==> config.mk <==
export PLATFORM = sky130hd
export DESIGN_NAME = status_led_pulse_blink_controller
export DESIGN_NICKNAME = d
export VERILOG_FILES = /design/src/hdl/slpbc_pkg.sv /design/src/hdl/status_led_pulse_blink_controller.sv
export SDC_FILE = /design/constraint.sdc
export NUM_CORES = 1
export LEC_CHECK = 0
export ABC_CLOCK_PERIOD_IN_PS = 11400
export BUFFER_PORTS_ARGS = -buffer_cell sky130_fd_sc_hd__clkbuf_2
export CAP_MARGIN = 20
export CORE_UTILIZATION = 35
export DETAILED_ROUTE_END_ITERATION = 6
export PLACE_DENSITY_LB_ADDON = 0.25
export SYNTH_ARGS = -nofsm -noshare
export SYNTH_HDL_FRONTEND = slang
export SYNTH_SLANG_ARGS = --single-unit
==> constraint.sdc <==
create_clock -name clock -period 11.4 [get_ports clock]
set_clock_uncertainty 0.15 [all_clocks]
set_input_delay 1.14 -clock clock [delete_from_list [all_inputs] [get_ports clock]]
set_output_delay 1.14 -clock clock [all_outputs]
set_load 0.1 [all_outputs]
==> src/hdl/slpbc_pkg.sv <==
// Types and codes for the status LED pulse and blink controller.
package slpbc_pkg;

   localparam int REQ_TDATA_W = 8;
   localparam int REQ_TUSER_W = 3;
   localparam int RSP_TDATA_W = 24;
   localparam int CSR_ADDR_W  = 2;
   localparam int CSR_DATA_W  = 11;
   localparam int DUTY_W      = 12;
   localparam int STEP_W      = 8;
   localparam int TOP_W       = 11;
   localparam int PHASE_W     = 8;
   localparam int PHASES_W    = 3;

   // input command codes
   localparam logic [2:0] CMD_TICK  = 3'd0;
   localparam logic [2:0] CMD_OFF   = 3'd1;
   localparam logic [2:0] CMD_ON    = 3'd2;
   localparam logic [2:0] CMD_PULSE = 3'd3;
   localparam logic [2:0] CMD_BLINK = 3'd4;

   // stored lit mode codes
   localparam logic [1:0] LIT_OFF     = 2'd0;
   localparam logic [1:0] LIT_ON      = 2'd1;
   localparam logic [1:0] LIT_PULSING = 2'd2;

   // drive codes
   localparam logic [1:0] DRIVE_LOW  = 2'd0;
   localparam logic [1:0] DRIVE_HIGH = 2'd1;
   localparam logic [1:0] DRIVE_PWM  = 2'd2;

   // register indexes
   localparam logic [CSR_ADDR_W-1:0] CSR_PULSE_STEP  = 2'd0;
   localparam logic [CSR_ADDR_W-1:0] CSR_PULSE_TOP   = 2'd1;
   localparam logic [CSR_ADDR_W-1:0] CSR_BLINK_PHASE = 2'd2;

   // bit positions of result fields in rsp_tdata
   localparam int RSP_DRIVE_LSB   = 0;
   localparam int RSP_DUTY_LSB    = 2;
   localparam int RSP_BUSY_BIT    = 14;
   localparam int RSP_LIT_LSB     = 15;
   localparam int RSP_DROPPED_BIT = 17;

   // result item, lowest field in the lowest bits
   typedef struct packed {
      logic [5:0]        pad;
      logic              dropped;
      logic [1:0]        lit_mode;
      logic              busy_res;
      logic [DUTY_W-1:0] duty;
      logic [1:0]        drive;
   } rsp_type;

endpackage

==> src/hdl/status_led_pulse_blink_controller.sv <==
// Status LED controller: off, on, breathing pulse and counted blinks.
// A result is registered in the output register, or in the skid entry while the output stalls.
// Throughput: one request per cycle while the skid entry is empty; the state update and squaring of the
// level sit between the request and a two-entry result register.
// Reset (synchronous): lit mode pulsing, level 0 rising, no blink running,
// pulse_step 10, pulse_top 1000, blink_phase_ticks 25, no result pending.
module status_led_pulse_blink_controller #(
   parameter int EASE_SHIFT = 5,
   parameter int LEVEL_BITS = 11
) (
   input  logic                                  clock,
   input  logic                                  reset,
   input  logic                                  req_tvalid,
   output logic                                  req_tready,
   input  logic [slpbc_pkg::REQ_TUSER_W-1:0]     req_tuser,  // mode[2:0]
   input  logic [slpbc_pkg::REQ_TDATA_W-1:0]     req_tdata,  // blinks[1:0], zeros
   output logic                                  rsp_tvalid,
   input  logic                                  rsp_tready,
   // drive[1:0], duty[13:2], busy_res[14], lit_mode[16:15], dropped[17], zeros
   output logic [slpbc_pkg::RSP_TDATA_W-1:0]     rsp_tdata,
   input  logic                                  csr_we,
   input  logic [slpbc_pkg::CSR_ADDR_W-1:0]      csr_addr,
   input  logic [slpbc_pkg::CSR_DATA_W-1:0]      csr_wdata
);

   localparam int SQ_W = 2 * LEVEL_BITS;

   logic [slpbc_pkg::STEP_W-1:0]   pulse_step_ff;
   logic [slpbc_pkg::TOP_W-1:0]    pulse_top_ff;
   logic [slpbc_pkg::PHASE_W-1:0]  blink_phase_ff;

   logic [1:0]                     stored_mode_ff, stored_mode_in;
   logic [LEVEL_BITS-1:0]          level_ff, level_in;
   logic                           going_down_ff, going_down_in;
   logic [slpbc_pkg::PHASES_W-1:0] phases_left_ff, phases_left_in;
   logic [slpbc_pkg::PHASE_W-1:0]  phase_timer_ff, phase_timer_in;

   slpbc_pkg::rsp_type             out_ff, out_in, skid_ff, new_rsp;
   logic                           out_valid_ff, out_valid_in;
   logic                           skid_valid_ff, skid_valid_in;

   logic                           req_fire, rsp_fire, busy, busy_next, dropped;
   logic [2:0]                     req_mode;
   logic [1:0]                     req_count, blink_n;
   logic [slpbc_pkg::PHASE_W-1:0]  phase_len, timer_dec;
   logic [LEVEL_BITS-1:0]          top, pulse_level;
   logic                           pulse_down;
   logic [LEVEL_BITS:0]            step_ext, level_sum;
   logic [LEVEL_BITS-1:0]          eased;
   logic [SQ_W-1:0]                eased_sq;
   logic [1:0]                     drive;

   assign req_mode   = req_tuser;
   assign req_count  = req_tdata[1:0];
   assign req_tready = !skid_valid_ff;
   assign req_fire   = req_tvalid && req_tready;
   assign rsp_fire   = out_valid_ff && rsp_tready;
   assign rsp_tvalid = out_valid_ff;
   assign rsp_tdata  = out_ff;

   // configuration registers
   always_ff @(posedge clock) begin
      if (reset) begin
         pulse_step_ff  <= slpbc_pkg::STEP_W'(10);
         pulse_top_ff   <= slpbc_pkg::TOP_W'(1000);
         blink_phase_ff <= slpbc_pkg::PHASE_W'(25);
      end else if (csr_we) begin
         if (csr_addr == slpbc_pkg::CSR_PULSE_STEP) begin
            pulse_step_ff <= csr_wdata[slpbc_pkg::STEP_W-1:0];
         end
         if (csr_addr == slpbc_pkg::CSR_PULSE_TOP) begin
            pulse_top_ff <= csr_wdata[slpbc_pkg::TOP_W-1:0];
         end
         if (csr_addr == slpbc_pkg::CSR_BLINK_PHASE) begin
            blink_phase_ff <= csr_wdata[slpbc_pkg::PHASE_W-1:0];
         end
      end
   end

   // triangle step
   always_comb begin
      top        = LEVEL_BITS'(pulse_top_ff);
      step_ext   = (LEVEL_BITS + 1)'(pulse_step_ff);
      level_sum  = {1'b0, level_ff} + step_ext;
      pulse_down = going_down_ff;
      if (level_ff >= top) begin
         pulse_down = 1'b1;
      end else if (level_ff == '0) begin
         pulse_down = 1'b0;
      end
      if (pulse_down) begin
         pulse_level = ({1'b0, level_ff} > step_ext) ?
                       level_ff - LEVEL_BITS'(pulse_step_ff) : '0;
      end else begin
         pulse_level = (level_sum > {1'b0, top}) ? top : level_sum[LEVEL_BITS-1:0];
      end
   end

   assign phase_len = (blink_phase_ff == '0) ? slpbc_pkg::PHASE_W'(1) : blink_phase_ff;
   assign timer_dec = (phase_timer_ff != '0) ? phase_timer_ff - 1'b1 : '0;
   assign blink_n   = (req_count == 2'd0) ? 2'd1 : req_count;
   assign busy      = phases_left_ff != '0;

   // per-item state update
   always_comb begin
      stored_mode_in = stored_mode_ff;
      level_in       = level_ff;
      going_down_in  = going_down_ff;
      phases_left_in = phases_left_ff;
      phase_timer_in = phase_timer_ff;
      dropped        = 1'b0;
      unique case (req_mode)
         slpbc_pkg::CMD_TICK: begin
            if (busy) begin
               phase_timer_in = timer_dec;
               if (timer_dec == '0) begin
                  phases_left_in = phases_left_ff - 1'b1;
                  if (phases_left_in != '0) begin
                     phase_timer_in = phase_len;
                  end
               end
            end else if (stored_mode_ff == slpbc_pkg::LIT_PULSING) begin
               level_in      = pulse_level;
               going_down_in = pulse_down;
            end
         end
         slpbc_pkg::CMD_OFF, slpbc_pkg::CMD_ON, slpbc_pkg::CMD_PULSE,
         slpbc_pkg::CMD_BLINK: begin
            if (busy) begin
               dropped = 1'b1;
            end else if (req_mode == slpbc_pkg::CMD_OFF) begin
               stored_mode_in = slpbc_pkg::LIT_OFF;
            end else if (req_mode == slpbc_pkg::CMD_ON) begin
               stored_mode_in = slpbc_pkg::LIT_ON;
            end else if (req_mode == slpbc_pkg::CMD_PULSE) begin
               stored_mode_in = slpbc_pkg::LIT_PULSING;
            end else begin
               phases_left_in = {blink_n, 1'b0};
               phase_timer_in = phase_len;
            end
         end
         default: begin
         end
      endcase
   end

   // result item
   always_comb begin
      busy_next = phases_left_in != '0;
      if (busy_next) begin
         drive = phases_left_in[0] ? slpbc_pkg::DRIVE_LOW : slpbc_pkg::DRIVE_HIGH;
      end else if (stored_mode_in == slpbc_pkg::LIT_OFF) begin
         drive = slpbc_pkg::DRIVE_LOW;
      end else if (stored_mode_in == slpbc_pkg::LIT_ON) begin
         drive = slpbc_pkg::DRIVE_HIGH;
      end else begin
         drive = slpbc_pkg::DRIVE_PWM;
      end
      eased            = level_in >> EASE_SHIFT;
      eased_sq         = SQ_W'(eased) * SQ_W'(eased);
      new_rsp.pad      = '0;
      new_rsp.dropped  = dropped;
      new_rsp.lit_mode = stored_mode_in;
      new_rsp.busy_res = busy_next;
      new_rsp.duty     = eased_sq[slpbc_pkg::DUTY_W-1:0];
      new_rsp.drive    = drive;
   end

   // output register with skid entry
   always_comb begin
      out_in        = out_ff;
      out_valid_in  = out_valid_ff;
      skid_valid_in = skid_valid_ff;
      if (!out_valid_ff || rsp_fire) begin
         out_valid_in  = skid_valid_ff || req_fire;
         out_in        = skid_valid_ff ? skid_ff : new_rsp;
         skid_valid_in = 1'b0;
      end else if (req_fire) begin
         skid_valid_in = 1'b1;
      end
   end

   always_ff @(posedge clock) begin
      if (reset) begin
         stored_mode_ff <= slpbc_pkg::LIT_PULSING;
         level_ff       <= '0;
         going_down_ff  <= 1'b0;
         phases_left_ff <= '0;
         phase_timer_ff <= '0;
         out_valid_ff   <= 1'b0;
         skid_valid_ff  <= 1'b0;
      end else begin
         if (req_fire) begin
            stored_mode_ff <= stored_mode_in;
            level_ff       <= level_in;
            going_down_ff  <= going_down_in;
            phases_left_ff <= phases_left_in;
            phase_timer_ff <= phase_timer_in;
         end
         out_valid_ff  <= out_valid_in;
         skid_valid_ff <= skid_valid_in;
      end
   end

   always_ff @(posedge clock) begin
      out_ff <= out_in;
      if (req_fire && out_valid_ff && !rsp_fire) begin
         skid_ff <= new_rsp;
      end
   end

endmodule

==> results by group <==
Routing
  • Router iterations before antenna repair: 4
  • Initial DRC count: 276
  • Drt drc: 0
  • Via count: 5129
  • Vias per cell: 5.155
  • Post-DRT Antenna Nets: 0
  • Wire per inst: 15.45 um
  • Total detailed-routing wirelength: 15370 um

GRT
  • Overflow after GRT: 0
  • First-pass GRT wire length: 25270 um
  • Number of global-route vias before repair: 4895
  • Largest net degree at the start of global routing: 55
  • Tot GR Track Use: 0.1728
  • Initial antenna violation count: 0

Clock tree
  • CTS buffer count: 9
  • Post-cts gate resize count: 0
  • CTS tree: yes
  • Clock-pin slew on the worst setup and hold paths: 0.07 ns
  • Htree depth: 3
  • Setup bufs post-CTS: 0
  • CTS Hold Bufs: 0
  • Clock root buffer: clkbuf_16
  • CTS Buffer Depth: 2
  • Clock latency on the worst-skew pair: 0.35 ns
  • CTS sink count: 88

Yosys
  • Synth Area in XOR/XNOR: 0.04062
  • Yosys warnings: 0
  • Post-synthesis compound-gate area fraction: 0.2113
  • Post-Syn Area: 6437 um2
  • Mux share of post-synthesis cell area: 0.02935
  • Synth top area share: 0.1679
  • Cell accounting for the most synthesized area: dfxtp_1
  • Post-synth EDFFs: 34
  • Count of cell types in the netlist: 82
  • Post-Synth Simple-Gate Area: 0.1833
  • Top cells by area, synth: dfxtp_1, edfxtp_1, ha_1, nor2_1, a21oi_1
  • Synth Area in Adders: 0.1419
  • Post-Syn Instances: 736
  • Largest family of logic cells by synthesized area: compound AO/OA/AOI/OAI gates
  • Synth async-reset ratio: 0
  • Ys flop type: dfxtp_1
  • Synth Register Bits: 88
  • Syn Area/Cell: 8.747 um2
  • Seq/Total Area, Yosys: 0.3265

STA
  • Worst slew pin tran: 0.8899 ns
  • Max Fclk: 120.4 MHz
  • Final setup vio count: 0
  • Setup TNS: 0 ns
  • Fin. Hold Viols: 0
  • RSZ-0062 raised after global routing: no
  • Minimum clock period: 8.306 ns
  • Relative slew slack: 0.3914
  • Final Cycle Share: 0.7286
  • Final slew viol count: 0

Placement
  • Buffers on Ports: 41
  • RePlAce Congestion: 0.8756
  • DP Wirelength: 11530 um

Worst setup path
  • Cell mode on critical path: a21oi_1
  • Critical path peak fanout: 11
  • Crit. End Element: flip-flop
  • Worst path max stage delay: 0.71 ns
  • Setup crit start kind: flip-flop
  • Reg-to-reg slack, setup: 3.09 ns
  • Crit path DAT: 8.25 ns
  • Setup CP Type: flip-flop to flip-flop
  • Slowest-stage cell, CP: o41ai_4
  • Worst EP required: 11.35 ns

Die
  • Chip Height: 137.6 um
  • # rows: 49
  • Die W: 137.6 um
  • Initial Util: 0.3571
  • Top-Level Pins: 55
  • DIE AREA: 18940 um2
  • Core box area: 18020 um2

Final layout
  • Nets@finish: 857
  • Antenna diode instance count: 0
  • Layout cells sized above 1: 0.1162
  • Filler cell count: 1888
  • Post-layout util: 0.3937
  • Layout area overhead: 10.24%

Job
  • Max cap viols: 0

Run status
  • Status: finished clean

Min path
  • Tightest Hold Check Type: flip-flop to flip-flop

Power
  • Worst ir drop on vdd: 0.07787 mV
  • P_leak: 3.123 nW
  • Power per cell area: 119.5 nW/um2
## cell families (layout without fill, tap and decap cells)
family | after synthesis | count (layout)
other cells | 1 | 7
mux | 18 | 18
flops | 88 | 88
fa+ha+maj | 67 | 67
compound gates | 184 | 184
xor+xnor | 29 | 29
simple gates | 250 | 250
buf+inv | 99 | 123
## sequential cells by signal, indices dropped and copies added, names as in the netlist
name / flops
rsp_tdata: 17
rsp_tvalid: 1
phases_left_ff: 3
level_ff: 11
stored_mode_ff: 2
phase_timer_ff: 8
pulse_top_ff: 11
skid_ff: 17
pulse_step_ff: 8
skid_valid_ff: 1
blink_phase_ff: 8
going_down_ff: 1
## worst max-delay path: cells and delay by family, from the launching register on
family / cells / cell delay, ns
compound gates: 14 / 2.67
xor+xnor: 1 / 0.27
fa+ha+maj: 6 / 2.79
buf+inv: 3 / 0.16
flops: 1 / 0.35
mux: 1 / 0.64
simple gates: 5 / 1.02
## cell usage in the layout, fill, tap and decap left out, types with 3 or more instances in the layout
cell / count
a31oi_1: 5
fa_1: 10
a21oi_1: 60
clkbuf_16: 9
edfxtp_1: 34
o21a_1: 7
nor2b_1: 8
nor4_1: 7
a22oi_1: 5
and2_1: 7
o31ai_1: 6
nand3b_1: 9
a211o_1: 8
mux2i_1: 11
a21boi_0: 3
a211oi_1: 14
clkbuf_2: 41
or2_2: 3
nand2_1: 70
nand2b_1: 7
o21ai_0: 20
a21o_1: 6
xnor2_1: 20
mux2_2: 7
xor2_1: 8
conb_1: 7
o221ai_1: 4
nand4_1: 9
dfxtp_1: 54
ha_1: 57
o41ai_4: 3
buf_4: 4
a221oi_1: 3
nand3_1: 10
inv_1: 61
nor3_1: 16
nor2_1: 91
## through the flow
step / hold slack (ns) / cell area [um2] / cells / setup slack, ns / power [mW]
2_1_floorplan: 0.2863 / 6460 / 742 / 4.283 / 0.5090
3_3_place_gp: 0.2937 / 6792 / 979 / 3.150 / 0.5435
3_5_place_dp: 0.3005 / 6792 / 979 / 3.132 / 0.5441
4_1_cts: 0.3095 / 7097 / 995 / 3.098 / 0.8552
5_1_grt: 0.3313 / 7097 / 995 / 2.462 / 0.8832
6_report: 0.3096 / 7097 / 995 / 3.094 / 0.8482
## final timing paths
kind | from | end | cells after the start
setup / recovery | pulse_step_ff[4] | rsp_tdata[13] | 30
hold / removal | pulse_top_ff[2] | pulse_top_ff[2] | 2
setup reg to reg | pulse_step_ff[4] | rsp_tdata[13] | 30
hold reg to reg | pulse_top_ff[2] | pulse_top_ff[2] | 2
## cell usage after synthesis (4+ instances only)
| cell type | n |
|---|---|
| a211o_1 | 8 |
| a211oi_1 | 14 |
| a21o_1 | 6 |
| a21oi_1 | 60 |
| a22oi_1 | 5 |
| a31oi_1 | 5 |
| and2_1 | 7 |
| buf_2 | 6 |
| buf_4 | 7 |
| clkbuf_1 | 21 |
| dfxtp_1 | 54 |
| edfxtp_1 | 34 |
| fa_1 | 10 |
| ha_1 | 57 |
| inv_1 | 61 |
| mux2_2 | 7 |
| mux2i_1 | 11 |
| nand2_1 | 70 |
| nand2b_1 | 7 |
| nand3_1 | 10 |
| nand3b_1 | 9 |
| nand4_1 | 9 |
| nor2_1 | 91 |
| nor2b_1 | 8 |
| nor3_1 | 16 |
| nor4_1 | 7 |
| o21a_1 | 7 |
| o21ai_0 | 20 |
| o221ai_1 | 4 |
| o31ai_1 | 6 |
| xnor2_1 | 20 |
| xor2_1 | 8 |
## metal layers
metal	wire [um]	up-vias	GRT usage	share of wire
met5	0	-	0	0
met4	282	0	0.06044	0.018
met3	536	17	0.02943	0.035
met2	6941	87	0.2719	0.45
met1	7613	2363	0.2364	0.50
li1	-	2662	-	-
## final cells by class
cell class | instances | area, um2 | area share
multi-input cells | 555 | 3935 | 0.5545
flip-flops and latches | 88 | 2102 | 0.2962
well taps | 229 | 286.5 | 0.04037
repair buffers | 45 | 235.2 | 0.03315
inverters | 62 | 232.7 | 0.03279
clock buffers | 9 | 225.2 | 0.03173
clock inverters | 7 | 80.08 | 0.01128
## power breakdown
group / internal [mW] / switching, mW
Clock: 0.173 / 0.138
Combinational: 0.0495 / 0.134
Sequential: 0.343 / 0.0103
Total: 0.565 / 0.283
(Power assumes the default switching activity.)
